===== config.mk =====
export PLATFORM = sky130hd
export DESIGN_NAME = midpoint_ellipse_rasterizer_core
export DESIGN_NICKNAME = d
export VERILOG_FILES = /design/src/rtl/core/mer_pkg.sv /design/src/rtl/core/mer_front.sv /design/src/rtl/core/mer_queue.sv /design/src/rtl/core/mer_back.sv /design/src/rtl/core/midpoint_ellipse_rasterizer_core.sv
export VERILOG_INCLUDE_DIRS = /design/src /design/src/rtl/core
export SDC_FILE = /design/constraint.sdc
export NUM_CORES = 2
export LEC_CHECK = 0
export ABC_AREA = 1
export BUFFER_PORTS_ARGS = -buffer_cell sky130_fd_sc_hd__buf_2
export CAP_MARGIN = 20
export CORE_UTILIZATION = 35
export CTS_CLUSTER_DIAMETER = 80
export DETAILED_ROUTE_END_ITERATION = 10
export GPL_ROUTABILITY_DRIVEN = 0
export PLACE_DENSITY = 0.57
export SLEW_MARGIN = 20
export SYNTH_ARGS = -nofsm -noshare
export SYNTH_HDL_FRONTEND = slang
export SYNTH_SLANG_ARGS = --single-unit

===== constraint.sdc =====
create_clock -name clock -period 6.4 [get_ports clock]
set_input_delay 0.64 -clock clock [delete_from_list [all_inputs] [get_ports clock]]
set_output_delay 0.64 -clock clock [all_outputs]
set_load 0.02 [all_outputs]

===== src/rtl/core/midpoint_ellipse_rasterizer_core_macros.svh =====
// Assertion helpers shared by the rasterizer core.
`ifndef MIDPOINT_ELLIPSE_RASTERIZER_CORE_MACROS_SVH
`define MIDPOINT_ELLIPSE_RASTERIZER_CORE_MACROS_SVH

// Check that a condition implies another in the same cycle.
`define MER_ASSERT_IMPLIES(lbl, clk, rst, ante, cons, msg) \
   lbl: assert property (@(posedge clk) disable iff (rst) (ante) |-> (cons)) \
      else $error(msg);

// Check that a condition implies another in the next cycle.
`define MER_ASSERT_NEXT(lbl, clk, rst, ante, cons, msg) \
   lbl: assert property (@(posedge clk) disable iff (rst) (ante) |=> (cons)) \
      else $error(msg);

// Check that a condition never holds.
`define MER_ASSERT_NEVER(lbl, clk, rst, expr, msg) \
   lbl: assert property (@(posedge clk) disable iff (rst) !(expr)) \
      else $error(msg);

`endif


===== src/rtl/core/mer_pkg.sv =====
package mer_pkg;

   // Field widths
   localparam int COORD_BITS  = 16;
   localparam int RADIUS_BITS = 12;
   localparam int OUT_BITS    = COORD_BITS + 1;
   localparam int OFFS_BITS   = RADIUS_BITS + 1;
   localparam int SQ_BITS     = 2 * RADIUS_BITS;
   localparam int KDIFF_BITS  = SQ_BITS + 3;
   localparam int STEP_BITS   = 3 * RADIUS_BITS + 2;
   localparam int DEC_BITS    = 3 * RADIUS_BITS + 8;

   // Stream packing
   localparam int REQ_FIELD_BITS = 2 * COORD_BITS + 2 * RADIUS_BITS + 1;
   localparam int REQ_DATA_BITS  = ((REQ_FIELD_BITS + 7) / 8) * 8;
   localparam int RSP_FIELD_BITS = 3 * OUT_BITS + 1;
   localparam int RSP_DATA_BITS  = ((RSP_FIELD_BITS + 7) / 8) * 8;
   localparam int RSP_PAD_BITS   = RSP_DATA_BITS - RSP_FIELD_BITS;

   // Point queue
   localparam int QUEUE_DEPTH = 2;
   localparam int QPTR_BITS   = (QUEUE_DEPTH > 1) ? $clog2(QUEUE_DEPTH) : 1;
   localparam int QCNT_BITS   = $clog2(QUEUE_DEPTH + 1);

   // Input word kinds
   localparam logic KIND_START = 1'b0;
   localparam logic KIND_STEP  = 1'b1;

   typedef enum logic [1:0] {
      RK_PIXEL = 2'd0,
      RK_SPAN  = 2'd1,
      RK_NONE  = 2'd2
   } result_kind_type;

   typedef enum logic [1:0] {
      REG_ONE      = 2'd0,
      REG_TWO      = 2'd1,
      REG_FINISHED = 2'd2
   } region_type;

   typedef enum logic [2:0] {
      FS_IDLE,
      FS_INIT_SQ,
      FS_INIT_DY,
      FS_INIT_D,
      FS_UPD_A,
      FS_UPD_B,
      FS_SETTLE,
      FS_PUSH
   } front_state_type;

   // One point to be drawn, as handed from front to back
   typedef struct packed {
      logic                          finished;
      logic                          done;
      logic                          fill;
      logic [OFFS_BITS-1:0]          off_x;
      logic signed [OFFS_BITS-1:0]   off_y;
      logic signed [COORD_BITS-1:0]  cen_x;
      logic signed [COORD_BITS-1:0]  cen_y;
   } point_type;

   typedef struct packed {
      logic full;
      logic empty;
   } q_status_type;

endpackage


===== src/rtl/core/mer_front.sv =====
module mer_front (
   input  logic                                clock,
   input  logic                                reset,
   input  logic                                in_valid,
   output logic                                in_ready,
   input  logic                                kind,
   input  logic signed [mer_pkg::COORD_BITS-1:0] center_x,
   input  logic signed [mer_pkg::COORD_BITS-1:0] center_y,
   input  logic [mer_pkg::RADIUS_BITS-1:0]     radius_x,
   input  logic [mer_pkg::RADIUS_BITS-1:0]     radius_y,
   input  logic                                fill,
   input  mer_pkg::q_status_type               q_status,
   output logic                                push,
   output mer_pkg::point_type                  push_data
);
   import mer_pkg::*;

   front_state_type state_ff, state_in;
   region_type      region_ff, region_in;

   logic [OFFS_BITS-1:0]         off_x_ff, off_x_in;
   logic signed [OFFS_BITS-1:0]  off_y_ff, off_y_in;
   logic [SQ_BITS-1:0]           a_sq_ff, a_sq_in;
   logic [SQ_BITS-1:0]           b_sq_ff, b_sq_in;
   logic signed [KDIFF_BITS-1:0] kdiff_ff, kdiff_in;
   logic signed [STEP_BITS-1:0]  dx_ff, dx_in;
   logic signed [STEP_BITS-1:0]  dy_ff, dy_in;
   logic signed [DEC_BITS-1:0]   dec_ff, dec_in;
   logic signed [COORD_BITS-1:0] cen_x_ff, cen_x_in;
   logic signed [COORD_BITS-1:0] cen_y_ff, cen_y_in;
   logic                         fill_ff, fill_in;
   logic [RADIUS_BITS-1:0]       rad_x_ff, rad_x_in;
   logic [OFFS_BITS-1:0]         pt_x_ff, pt_x_in;
   logic signed [OFFS_BITS-1:0]  pt_y_ff, pt_y_in;
   logic                         cond_ff, cond_in;
   logic                         step_ff, step_in;
   logic                         fin_ff, fin_in;
   logic                         done_ff, done_in;

   logic [RADIUS_BITS-1:0]         rb;
   logic [SQ_BITS-1:0]             a_sq_prod, b_sq_prod;
   logic [SQ_BITS+RADIUS_BITS-1:0] dy_prod;
   logic signed [SQ_BITS:0]        sq_diff;
   logic signed [KDIFF_BITS-1:0]   sq_diff_w;
   logic signed [STEP_BITS-1:0]    two_a, two_b;
   logic signed [DEC_BITS-1:0]     a_w, b_w, dx_w, dy_w, k_w, t_sel;
   region_type                     reg_mid;
   logic                           done_sel;

   // Multipliers and widened operands
   always_comb begin
      rb        = off_y_ff[RADIUS_BITS-1:0];
      a_sq_prod = rad_x_ff * rad_x_ff;
      b_sq_prod = rb * rb;
      dy_prod   = a_sq_ff * rb;
      sq_diff   = signed'({1'b0, a_sq_ff}) - signed'({1'b0, b_sq_ff});
      sq_diff_w = KDIFF_BITS'(sq_diff);
      two_a     = STEP_BITS'(signed'({1'b0, a_sq_ff, 1'b0}));
      two_b     = STEP_BITS'(signed'({1'b0, b_sq_ff, 1'b0}));
      a_w       = DEC_BITS'(signed'({1'b0, a_sq_ff}));
      b_w       = DEC_BITS'(signed'({1'b0, b_sq_ff}));
      dx_w      = DEC_BITS'(dx_ff);
      dy_w      = DEC_BITS'(dy_ff);
      k_w       = DEC_BITS'(kdiff_ff);
   end

   // Sequencer: next state, datapath updates and queue push
   always_comb begin
      state_in  = state_ff;
      region_in = region_ff;
      off_x_in  = off_x_ff;
      off_y_in  = off_y_ff;
      a_sq_in   = a_sq_ff;
      b_sq_in   = b_sq_ff;
      kdiff_in  = kdiff_ff;
      dx_in     = dx_ff;
      dy_in     = dy_ff;
      dec_in    = dec_ff;
      cen_x_in  = cen_x_ff;
      cen_y_in  = cen_y_ff;
      fill_in   = fill_ff;
      rad_x_in  = rad_x_ff;
      pt_x_in   = pt_x_ff;
      pt_y_in   = pt_y_ff;
      cond_in   = cond_ff;
      step_in   = step_ff;
      fin_in    = fin_ff;
      done_in   = done_ff;
      reg_mid   = region_ff;
      t_sel     = '0;
      done_sel  = done_ff;
      push      = 1'b0;
      in_ready  = (state_ff == FS_IDLE);

      unique case (state_ff)
         FS_IDLE: begin
            if (in_valid) begin
               if (kind == KIND_START) begin
                  cen_x_in = center_x;
                  cen_y_in = center_y;
                  fill_in  = fill;
                  rad_x_in = radius_x;
                  off_x_in = '0;
                  off_y_in = signed'({1'b0, radius_y});
                  dx_in    = '0;
                  step_in  = 1'b0;
                  state_in = FS_INIT_SQ;
               end else if (region_ff == REG_FINISHED) begin
                  fin_in   = 1'b1;
                  done_in  = 1'b1;
                  state_in = FS_PUSH;
               end else begin
                  fin_in   = 1'b0;
                  step_in  = 1'b1;
                  pt_x_in  = off_x_ff;
                  pt_y_in  = off_y_ff;
                  state_in = FS_UPD_A;
               end
            end
         end
         FS_INIT_SQ: begin
            a_sq_in  = a_sq_prod;
            b_sq_in  = b_sq_prod;
            state_in = FS_INIT_DY;
         end
         FS_INIT_DY: begin
            dy_in    = signed'({1'b0, dy_prod, 1'b0});
            kdiff_in = (sq_diff_w <<< 1) + sq_diff_w;
            state_in = FS_INIT_D;
         end
         FS_INIT_D: begin
            dec_in    = (b_w <<< 2) + a_w - (dy_w <<< 1);
            region_in = REG_ONE;
            state_in  = FS_SETTLE;
         end
         // Move the offsets and step terms
         FS_UPD_A: begin
            if (region_ff == REG_ONE) begin
               cond_in = (dec_ff > 0);
               if (dec_ff > 0) begin
                  off_y_in = off_y_ff - 1'b1;
                  dy_in    = dy_ff - two_a;
               end
               off_x_in = off_x_ff + 1'b1;
               dx_in    = dx_ff + two_b;
            end else begin
               cond_in = (dec_ff < 0);
               if (dec_ff < 0) begin
                  off_x_in = off_x_ff + 1'b1;
                  dx_in    = dx_ff + two_b;
               end
               off_y_in = off_y_ff - 1'b1;
               dy_in    = dy_ff - two_a;
            end
            state_in = FS_UPD_B;
         end
         // Fold the new step terms into the decision value
         FS_UPD_B: begin
            if (region_ff == REG_ONE) begin
               t_sel  = cond_ff ? (dy_w <<< 2) : '0;
               dec_in = dec_ff + ((b_w + dx_w) <<< 2) - t_sel;
            end else begin
               t_sel  = cond_ff ? (dx_w <<< 2) : '0;
               dec_in = dec_ff + t_sel + ((a_w - dy_w) <<< 2);
            end
            state_in = FS_SETTLE;
         end
         // Switch regions or finish, then hand the point on after a step word
         FS_SETTLE: begin
            if ((region_ff == REG_ONE) && !(dx_ff < dy_ff)) begin
               dec_in  = dec_ff + k_w - ((dx_w + dy_w) <<< 1);
               reg_mid = REG_TWO;
            end
            if ((reg_mid == REG_TWO) && (off_y_ff < 0)) begin
               reg_mid = REG_FINISHED;
            end
            region_in = reg_mid;
            done_sel  = (reg_mid == REG_FINISHED);
            done_in   = done_sel;
            if (!step_ff) begin
               state_in = FS_IDLE;
            end else if (!q_status.full) begin
               push     = 1'b1;
               state_in = FS_IDLE;
            end else begin
               state_in = FS_PUSH;
            end
         end
         FS_PUSH: begin
            if (!q_status.full) begin
               push     = 1'b1;
               state_in = FS_IDLE;
            end
         end
         default: begin
            state_in = FS_IDLE;
         end
      endcase

      push_data.finished = fin_ff;
      push_data.done     = done_sel;
      push_data.fill     = fill_ff;
      push_data.off_x    = pt_x_ff;
      push_data.off_y    = pt_y_ff;
      push_data.cen_x    = cen_x_ff;
      push_data.cen_y    = cen_y_ff;
   end

   // Control state
   always_ff @(posedge clock) begin
      if (reset) begin
         state_ff  <= FS_IDLE;
         region_ff <= REG_FINISHED;
      end else begin
         state_ff  <= state_in;
         region_ff <= region_in;
      end
   end

   // Datapath registers
   always_ff @(posedge clock) begin
      off_x_ff <= off_x_in;
      off_y_ff <= off_y_in;
      a_sq_ff  <= a_sq_in;
      b_sq_ff  <= b_sq_in;
      kdiff_ff <= kdiff_in;
      dx_ff    <= dx_in;
      dy_ff    <= dy_in;
      dec_ff   <= dec_in;
      cen_x_ff <= cen_x_in;
      cen_y_ff <= cen_y_in;
      fill_ff  <= fill_in;
      rad_x_ff <= rad_x_in;
      pt_x_ff  <= pt_x_in;
      pt_y_ff  <= pt_y_in;
      cond_ff  <= cond_in;
      step_ff  <= step_in;
      fin_ff   <= fin_in;
      done_ff  <= done_in;
   end

endmodule


===== src/rtl/core/mer_queue.sv =====
`include "midpoint_ellipse_rasterizer_core_macros.svh"

module mer_queue (
   input  logic                  clock,
   input  logic                  reset,
   input  logic                  push,
   input  mer_pkg::point_type    push_data,
   input  logic                  pop,
   output mer_pkg::point_type    head,
   output mer_pkg::q_status_type status
);
   import mer_pkg::*;

   point_type             mem_ff [QUEUE_DEPTH];
   logic [QPTR_BITS-1:0]  wr_ptr_ff, wr_ptr_in;
   logic [QPTR_BITS-1:0]  rd_ptr_ff, rd_ptr_in;
   logic [QCNT_BITS-1:0]  count_ff, count_in;

   localparam logic [QPTR_BITS-1:0] PTR_TOP = QPTR_BITS'(QUEUE_DEPTH - 1);
   localparam logic [QCNT_BITS-1:0] CNT_TOP = QCNT_BITS'(QUEUE_DEPTH);

   // Advance pointers and fill count
   always_comb begin
      wr_ptr_in = wr_ptr_ff;
      rd_ptr_in = rd_ptr_ff;
      count_in  = count_ff;
      if (push) begin
         wr_ptr_in = (wr_ptr_ff == PTR_TOP) ? '0 : wr_ptr_ff + 1'b1;
      end
      if (pop) begin
         rd_ptr_in = (rd_ptr_ff == PTR_TOP) ? '0 : rd_ptr_ff + 1'b1;
      end
      if (push && !pop) begin
         count_in = count_ff + 1'b1;
      end else if (pop && !push) begin
         count_in = count_ff - 1'b1;
      end
      status.full  = (count_ff == CNT_TOP);
      status.empty = (count_ff == '0);
      head         = mem_ff[rd_ptr_ff];
   end

   always_ff @(posedge clock) begin
      if (reset) begin
         wr_ptr_ff <= '0;
         rd_ptr_ff <= '0;
         count_ff  <= '0;
      end else begin
         wr_ptr_ff <= wr_ptr_in;
         rd_ptr_ff <= rd_ptr_in;
         count_ff  <= count_in;
      end
   end

   // Store the pushed point
   always_ff @(posedge clock) begin
      if (push) begin
         mem_ff[wr_ptr_ff] <= push_data;
      end
   end

   `MER_ASSERT_NEVER(a_count_range, clock, reset, count_ff > CNT_TOP, "queue count overrun")
   `MER_ASSERT_NEVER(a_push_full, clock, reset, push && status.full && !pop, "push into full queue")
   `MER_ASSERT_NEXT(a_pop_last, clock, reset, pop && !push && (count_ff == QCNT_BITS'(1)), status.empty, "queue not empty after last pop")

endmodule


===== src/rtl/core/mer_back.sv =====
module mer_back (
   input  logic                              clock,
   input  logic                              reset,
   input  mer_pkg::q_status_type             q_status,
   input  mer_pkg::point_type                head,
   output logic                              pop,
   output logic                              out_valid,
   input  logic                              out_ready,
   output mer_pkg::result_kind_type          result_kind,
   output logic signed [mer_pkg::OUT_BITS-1:0] left_x,
   output logic signed [mer_pkg::OUT_BITS-1:0] row_y,
   output logic signed [mer_pkg::OUT_BITS-1:0] right_x,
   output logic                              last,
   output logic                              done_res
);
   import mer_pkg::*;

   logic [1:0]                  idx_ff, idx_in;
   logic                        valid_ff, valid_in;
   result_kind_type             kind_ff, kind_in;
   logic signed [OUT_BITS-1:0]  left_ff, left_in;
   logic signed [OUT_BITS-1:0]  row_ff, row_in;
   logic signed [OUT_BITS-1:0]  right_ff, right_in;
   logic                        last_ff, last_in;
   logic                        done_ff, done_in;

   logic                        load, is_last;
   logic [1:0]                  idx_top;
   logic signed [OUT_BITS-1:0]  xe, ye, cxe, cye;
   logic signed [OUT_BITS-1:0]  plus_x, minus_x, plus_y, minus_y;

   // Mirror the point about the centre
   always_comb begin
      xe      = OUT_BITS'(signed'({1'b0, head.off_x}));
      ye      = OUT_BITS'(head.off_y);
      cxe     = OUT_BITS'(head.cen_x);
      cye     = OUT_BITS'(head.cen_y);
      plus_x  = cxe + xe;
      minus_x = cxe - xe;
      plus_y  = cye + ye;
      minus_y = cye - ye;
   end

   // Expand the head point into result words
   always_comb begin
      priority if (head.finished) begin
         idx_top = 2'd0;
      end else if (head.fill) begin
         idx_top = 2'd1;
      end else begin
         idx_top = 2'd3;
      end
      is_last = (idx_ff == idx_top);
      load    = !q_status.empty && (!valid_ff || out_ready);
      pop     = load && is_last;

      idx_in   = idx_ff;
      valid_in = valid_ff;
      kind_in  = kind_ff;
      left_in  = left_ff;
      row_in   = row_ff;
      right_in = right_ff;
      last_in  = last_ff;
      done_in  = done_ff;

      if (load) begin
         idx_in   = is_last ? 2'd0 : idx_ff + 2'd1;
         valid_in = 1'b1;
         last_in  = is_last;
         done_in  = is_last && head.done;
         priority if (head.finished) begin
            kind_in  = RK_NONE;
            left_in  = '0;
            row_in   = '0;
            right_in = '0;
         end else if (head.fill) begin
            kind_in  = RK_SPAN;
            left_in  = minus_x;
            right_in = plus_x;
            row_in   = idx_ff[0] ? minus_y : plus_y;
         end else begin
            kind_in  = RK_PIXEL;
            left_in  = idx_ff[0] ? minus_x : plus_x;
            right_in = idx_ff[0] ? minus_x : plus_x;
            row_in   = idx_ff[1] ? minus_y : plus_y;
         end
      end else if (out_ready) begin
         valid_in = 1'b0;
      end
   end

   always_ff @(posedge clock) begin
      if (reset) begin
         idx_ff   <= 2'd0;
         valid_ff <= 1'b0;
      end else begin
         idx_ff   <= idx_in;
         valid_ff <= valid_in;
      end
   end

   // Hold the output word until taken
   always_ff @(posedge clock) begin
      kind_ff  <= kind_in;
      left_ff  <= left_in;
      row_ff   <= row_in;
      right_ff <= right_in;
      last_ff  <= last_in;
      done_ff  <= done_in;
   end

   assign out_valid   = valid_ff;
   assign result_kind = kind_ff;
   assign left_x      = left_ff;
   assign row_y       = row_ff;
   assign right_x     = right_ff;
   assign last        = last_ff;
   assign done_res    = done_ff;

endmodule


===== src/rtl/core/midpoint_ellipse_rasterizer_core.sv =====
// Channel   Direction  Handshake              Payload
// req_      in         req_tvalid/req_tready  tuser kind, tdata centre, radii, fill
// rsp_      out        rsp_tvalid/rsp_tready  tuser result kind, tlast, tdata coords, done
//
// A step word passes accept, offset update, decision update and region check; a start
// word passes accept, two radius multiplier steps, decision init and region check. Each
// drawn point gives 4 outline or 2 span words, registered, one per ready cycle.
// Up to 2 points wait in the queue, so the front runs on while the output is stalled.
// Reset leaves the ellipse finished; a step then yields one word marked done.
module midpoint_ellipse_rasterizer_core (
   input  logic                                  clock,
   input  logic                                  reset,
   input  logic                                  req_tvalid,
   output logic                                  req_tready,
   // kind
   input  logic                                  req_tuser,
   // center_x, center_y, radius_x, radius_y, fill, zero pad
   input  logic [mer_pkg::REQ_DATA_BITS-1:0]     req_tdata,
   output logic                                  rsp_tvalid,
   input  logic                                  rsp_tready,
   // result_kind
   output logic [1:0]                            rsp_tuser,
   output logic                                  rsp_tlast,
   // left_x, row_y, right_x, done_res, zero pad
   output logic [mer_pkg::RSP_DATA_BITS-1:0]     rsp_tdata
);
   import mer_pkg::*;

   logic signed [COORD_BITS-1:0] center_x, center_y;
   logic [RADIUS_BITS-1:0]       radius_x, radius_y;
   logic                         fill;
   q_status_type                 q_status;
   point_type                    push_data, head;
   logic                         push, pop;
   result_kind_type              result_kind;
   logic signed [OUT_BITS-1:0]   left_x, row_y, right_x;
   logic                         done_res;

   // Unpack the request word
   always_comb begin
      center_x = req_tdata[COORD_BITS-1:0];
      center_y = req_tdata[2*COORD_BITS-1:COORD_BITS];
      radius_x = req_tdata[2*COORD_BITS+RADIUS_BITS-1:2*COORD_BITS];
      radius_y = req_tdata[2*COORD_BITS+2*RADIUS_BITS-1:2*COORD_BITS+RADIUS_BITS];
      fill     = req_tdata[2*COORD_BITS+2*RADIUS_BITS];
   end

   mer_front u_front (
      .clock     (clock),
      .reset     (reset),
      .in_valid  (req_tvalid),
      .in_ready  (req_tready),
      .kind      (req_tuser),
      .center_x  (center_x),
      .center_y  (center_y),
      .radius_x  (radius_x),
      .radius_y  (radius_y),
      .fill      (fill),
      .q_status  (q_status),
      .push      (push),
      .push_data (push_data)
   );

   mer_queue u_queue (
      .clock     (clock),
      .reset     (reset),
      .push      (push),
      .push_data (push_data),
      .pop       (pop),
      .head      (head),
      .status    (q_status)
   );

   mer_back u_back (
      .clock       (clock),
      .reset       (reset),
      .q_status    (q_status),
      .head        (head),
      .pop         (pop),
      .out_valid   (rsp_tvalid),
      .out_ready   (rsp_tready),
      .result_kind (result_kind),
      .left_x      (left_x),
      .row_y       (row_y),
      .right_x     (right_x),
      .last        (rsp_tlast),
      .done_res    (done_res)
   );

   // Pack the response word
   assign rsp_tuser = result_kind;
   assign rsp_tdata = {{RSP_PAD_BITS{1'b0}}, done_res, right_x, row_y, left_x};

endmodule

**Word-level counts from Yosys, hierarchy flattened**

Memory sizes are Yosys's and may differ from the RTL's. A register that Yosys moved wholly into a read port is not among the register bits.
Index checks and enable logic that the tools add are counted.

- Memory bits (writable): 122
- Memories: 1
- Register bits: 363
- Logic and storage cells: 188

Memories:

| name | words | width | rd ports | clocked after memory_dff | write ports | RTL line | RTL |
|---|---|---|---|---|---|---|---|
| u_queue.mem_ff | 2 | 61 | 1 | 1 | 1 | mer_queue.sv:14 | `point_type mem_ff [QUEUE_DEPTH];` |

- Bitwise operators: 2
- Reductions and logical operators: 34
- Magnitude comparators: 4
- Muxes and demuxes: 66
- Multiply operators: 3
- Equality and inequality tests: 21
- Add/sub/neg operators: 26

Operator list:

| operator | number |
|---|---|
| 38-bit 2-to-1 mux | 6 |
| 44-bit 2-to-1 mux | 4 |
| 38-bit case mux with 2 select lines | 2 |
| 44-bit adder | 3 |
| 44-bit case mux with 3 select lines | 1 |
| 13-bit 2-to-1 mux | 8 |
| 17-bit 2-to-1 mux | 6 |
| 44-bit subtractor | 2 |
| 13-bit case mux with 2 select lines | 2 |
| 12-bit by 12-bit multiplier with 24-bit output | 2 |
| 44-bit by 27-bit adder with 44-bit output | 1 |
| 44-bit by 1-bit greater-than comparator with 1-bit output, second input constant | 1 |
| 44-bit by 1-bit < comparator with 1-bit output, second input constant | 1 |
| 28-bit by 39-bit subtractor with 40-bit output | 1 |
| 25-bit by 38-bit adder with 39-bit output | 1 |
| 38-bit by 38-bit adder with 39-bit output | 1 |
| 25-bit by 38-bit subtractor with 39-bit output | 1 |
| 38-bit by 26-bit adder with 38-bit output | 1 |
| 38-bit < comparator | 1 |
| 38-bit by 26-bit subtractor with 38-bit output | 1 |
| 24-bit by 12-bit multiplier with 36-bit output | 1 |
| 26-bit by 24-bit adder with 27-bit output | 1 |
| 26-bit by 25-bit adder with 27-bit output | 1 |
| 24-bit by 24-bit subtractor with 25-bit output | 1 |
| other kinds (38) | 106 |

**Logic depth before layout (Yosys ltp)**

- Depth after elaboration: 11
- Gate-level depth with buffers: 31
- Gate-level depth less buffers: 31

**By module**

Synthesis repeated with hierarchy kept, for this count alone.

- Cells, all modules: 8881
- Area, all modules: 66802.8 µm²

Modules (own cells, without submodules):

| module | cells each | area each (µm²) | times used | sequential area each (µm²) |
|---|---|---|---|---|
| mer_front | 7726 | 55598.3 | 1 | 8868.5 |
| mer_back | 926 | 6229.7 | 1 | 1681.6 |
| mer_queue | 223 | 4933.5 | 1 | 3763.6 |
| midpoint_ellipse_rasterizer_core | 6 | 41.3 | 1 | 0.0 |

**Worst setup path before layout**

OpenSTA, ideal clock, no wires.

- Path type: register to register
- Start point: register u_front.region_ff[1]
- End point: register u_front.dx_ff[10], enable pin
- Clock period less this slack: 5.450 ns
- Library setup time: 0.549 ns
- Setup slack: 0.950 ns
- Buffers on the path: 2
- Stages on the path, launching flop included: 6
- Data required time: 5.851 ns
- Data arrival time: 4.902 ns
- Cells stage by stage: dfxtp_1 -> nor2_1 -> inv_1 -> clkbuf_1 -> clkbuf_1 -> a311oi_1

- Longest elaborated chain between the ends: 3

RTL lines:

| item | RTL line | RTL |
|---|---|---|
| from (decl) | mer_front.sv:19 | `region_type region_ff, region_in;` |
| from (signal assigned) | mer_front.sv:216 | `region_ff <= region_in;` |
| 2-bit zero test | mer_front.sv:138 | `if (region_ff == REG_ONE) begin` |
| 3-bit by 1-bit != test with 1-bit output (no source line) | n/a |  |
| 4-bit AND reduction (no source line) | n/a |  |
| to (signal assigned) | mer_front.sv:227 | `dx_ff <= dx_in;` |
| to (decl) | mer_front.sv:26 | `logic signed [STEP_BITS-1:0] dx_ff, dx_in;` |

No other way between the ends.
A chain may end at the register's enable or synchronous reset.

**Final worst setup path**

- Start point: register u_front.b_sq_ff[2]
- End point: register u_front.dec_ff[39] (data pin)

- Longest elaborated chain between the ends: 5

RTL lines:

| item | RTL line | RTL |
|---|---|---|
| from (decl) | mer_front.sv:24 | `logic [SQ_BITS-1:0] b_sq_ff, b_sq_in;` |
| from (signal assigned) | mer_front.sv:225 | `b_sq_ff <= b_sq_in;` |
| 25-bit by 38-bit adder with 39-bit output | mer_front.sv:161 | `dec_in = dec_ff + ((b_w + dx_w) <<< 2) - t_sel;` |
| 44-bit adder | mer_front.sv:161 |  |
| 44-bit subtractor | mer_front.sv:161 |  |
| 44-bit 2-to-1 mux | mer_front.sv:159 | `if (region_ff == REG_ONE) begin` |
| 44-bit case mux with 3 select lines (*) | mer_front.sv:95 | `unique case (state_ff)` |
| net u_front.dec_in[39] | mer_front.sv:28 | `logic signed [DEC_BITS-1:0] dec_ff, dec_in;` |
| to (signal assigned) | mer_front.sv:229 | `dec_ff <= dec_in;` |
| to (decl) | mer_front.sv:28 |  |

The timed path passes the listed nets; every way through them passes the cells marked *.

==> metrics.cfg <==
[global_route]
antenna_found_initial=7
overflow=0
grt.total_usage_pct=24.9
grt_first_pass_wirelength_mm=352
grt_pass1_vias=57400
grtUsageMet1_pct=32.3
grt-busiest-layer=met2
grtUsageMet2_pct=38.7
grtUsageMet3_pct=4.38
grt_max_degree=62

[finish]
area_growth_pct=9.81
nets=10100
drive_above_1_share_pct=5.30
final_util_pct=38.7
fillers=19000

[setup_path]
end_kind=register
crit_fanout=4
slowest_delay_ns=0.58
required_ns=6.85
cp_slowest_cell=edfxtp_1
crit_buf_inv=1
path_cells=ha_1, inv_1, fa_1, o21ai_2, a21oi_1, o21bai_1, a21boi_1, o21bai_1, nand2_1, nand2_1, xor2_1, fa_1, ha_1, nand2_1, nor2_1, nand2_1, nor4_1, nand3_1, nand4_1, nand3_1, nand3_1, nand3_1
criticalPathCategory=register to register
crit_family=simple AND/OR/NAND/NOR gates
cp.arrival_ns=6.58
cp-start-kind=register

[clock_network]
cts_resized=0
cts_tree=done
numCtsBuffers=60
clk_pin_slew_worst_paths_ns=0.06
cts_max_level=2
hold_buffers=0
cts_buffer_depth=3
cts.sinks=481
clk_latency_ns=0.73
root_buffer=clkbuf_16
postCtsSetupBuffers=0

[logic_synthesis]
ys_seq_area_share_pct=22.1
yosys_warnings=0
syn_inst=8709
synth_area_um2=64700
synthFlopType=edfxtp_1
synth_edf_count=468
async_flop_share_pct=0
syn_area_per_cell_um2=7.43
synth.most_common_cell=nand2_1
ys_top_cells_by_area=edfxtp_1 22%, fa_1 15%, ha_1 12%, nand2_1 11%, inv_1 9.8%
ys_ff_latch=481
yosysTopAreaCell=edfxtp_1
synth_top_area_share_pct=21.7
synthTopCellsByCount=1869 x nand2_1, 1685 x inv_1, 694 x a21oi_1
synth_cell_types=72

[floorplan]
core_area_um2=183000
initial_utilization_pct=35.3
die_x_um=432
die_h_um=432
dieArea_um2=187000
ioPinCount=130
num_rows=157

[sta]
tns_ns=0
fin_ws_ns=0.273
fmax_ghz=0.163
fin_worst_skew_ns=0.0757
max_slew_margin_pct=18.1
fin_crit_sh_pct=95.7
finalSetupViolations=0
drv_slew=0
rsz0062_at_grt=no
worstMarginPinSlew_ns=1.23
final-hold-violation-count=0
min_period_ns=6.13

[drt]
wl_mm=236
drt_iter0_drc=6568
drt-wirelength-per-cell_um=20.8
drt_pass1_iterations=7
drc=0
detail-route-antenna-nets=0
viasPerCell=5.29
vias=60200

[run_status]
status=finished clean

[placement]
port_buffers=118
hpwlAfterDp_mm=198
post-place-ws_ns=0.319

[worst_hold_path]
hold_path_class=input pin to register

[flow_run]
max_cap_violations=0

## path summary, 6_finish.rpt
| path | slack (ns) | from | endpoint | depth (start not counted) |
|---|---|---|---|---|
| max | 0.27 | u_front.b_sq_ff[2]$_DFFE_PP_ | u_front.dec_ff[39]$_DFFE_PP_ | 22 |
| min | 0.1 | req_tdata[8] | u_front.cen_x_ff[8]$_DFFE_PP_ | 1 |
| max reg2reg | 0.27 | u_front.b_sq_ff[2]$_DFFE_PP_ | u_front.dec_ff[39]$_DFFE_PP_ | 22 |
| min reg2reg | 0.44 | u_front.off_x_ff[3]$_SDFFCE_PN0P_ | u_front.pt_x_ff[3]$_DFFE_PP_ | 0 |
## cells by family (layout without fill, tap and decap cells)
logic type                 count (synthesis)  in the layout  synth area share (%)
and+or+nand+nor                         3329           3329                  21.4
buffers and inverters                   1876           2069                  11.0
AOI/OAI and AO/OA                       1572           1572                  13.5
adders and majority gates               1140           1140                  27.8
DFF                                      481            481                  22.1
xor gates and xnor gates                 309            309                  4.18
other                                      1              9               0.00580
muxes                                      1              1                0.0174
## state kept, by name (all words and copies together) (netlist names), 3 cells and up, named ones only
register          flops
u_front.off_y_ff     13
u_front.rad_x_ff     12
u_front.dec_ff       44
u_back.right_x       17
u_front.b_sq_ff      23
u_queue.mem_ff      122
u_front.a_sq_ff      23
u_front.cen_x_ff     16
u_front.pt_x_ff      13
u_front.off_x_ff     13
u_front.dx_ff        37
u_front.kdiff_ff     27
u_front.dy_ff        37
u_back.left_x        16
u_front.state_ff      3
u_front.pt_y_ff      13
u_front.cen_y_ff     16
u_back.row_y         17
## metrics by stage
stage,cells,area [um^2],hold WS (ns)
2_1_floorplan,8712,64700,0.421
3_3_place_gp,11300,68900,0.425
3_5_place_dp,11300,68900,0.432
4_1_cts,11400,71000,0.0653
5_1_grt,11400,71000,0.0688
6_report,11400,71000,0.0956
## cell usage in the layout (no fill, tap or decap), drive strengths merged, types with 12 or more instances in the layout
master	synthesis	routed
nand2	1873	1873
inv	1699	1706
a21oi	698	698
nor2	680	680
ha	645	645
o21ai	558	558
fa	495	495
edfxtp	468	468
nand3	454	454
buf	50	256
xor2	224	224
nor3	115	115
xnor2	85	85
nand4	82	82
clkbuf	126	70
o21bai	65	65
or2	61	61
a21o	57	57
a31oi	47	47
o21a	32	32
nor4	29	29
a21boi	29	29
o211ai	28	28
clkinv	1	21
o221ai	13	13
dfxtp	13	13
nand3b	12	12
## worst reg2reg max path, stage by stage, from the launching register on
cell	delay (ns)
edfxtp_1	0.58
ha_1	0.25
inv_1	0.06
fa_1	0.48
o21ai_2	0.20
a21oi_1	0.17
o21bai_1	0.25
a21boi_1	0.16
o21bai_1	0.29
nand2_1	0.09
nand2_1	0.08
xor2_1	0.49
fa_1	0.56
ha_1	0.42
nand2_1	0.13
nor2_1	0.27
nand2_1	0.15
nor4_1	0.44
nand3_1	0.28
nand4_1	0.17
nand3_1	0.08
nand3_1	0.17
nand3_1	0.09
## area by class of cell
cell class,count,area [um^2],area share (%)
inverter,1700,6390,8.99
antenna,5,12.5,0.0176
tap,2464,3080,4.34
timing repair buffer,256,1700,2.40
clock buffer,70,1540,2.17
multi-input combinational,6355,43400,61.1
clock inverter,43,603,0.849
sequential,481,14300,20.2
## metal layers
layer  routed length [um]  vias up
met5                   12        -
met4                16400        2
met3                21400      579
met2               103000     2799
met1                95800    28300
li1                     -    28400
Power is left out: the tool's default activity adds up to more than one toggle a clock period on the data nets, which glitch-free logic cannot reach.
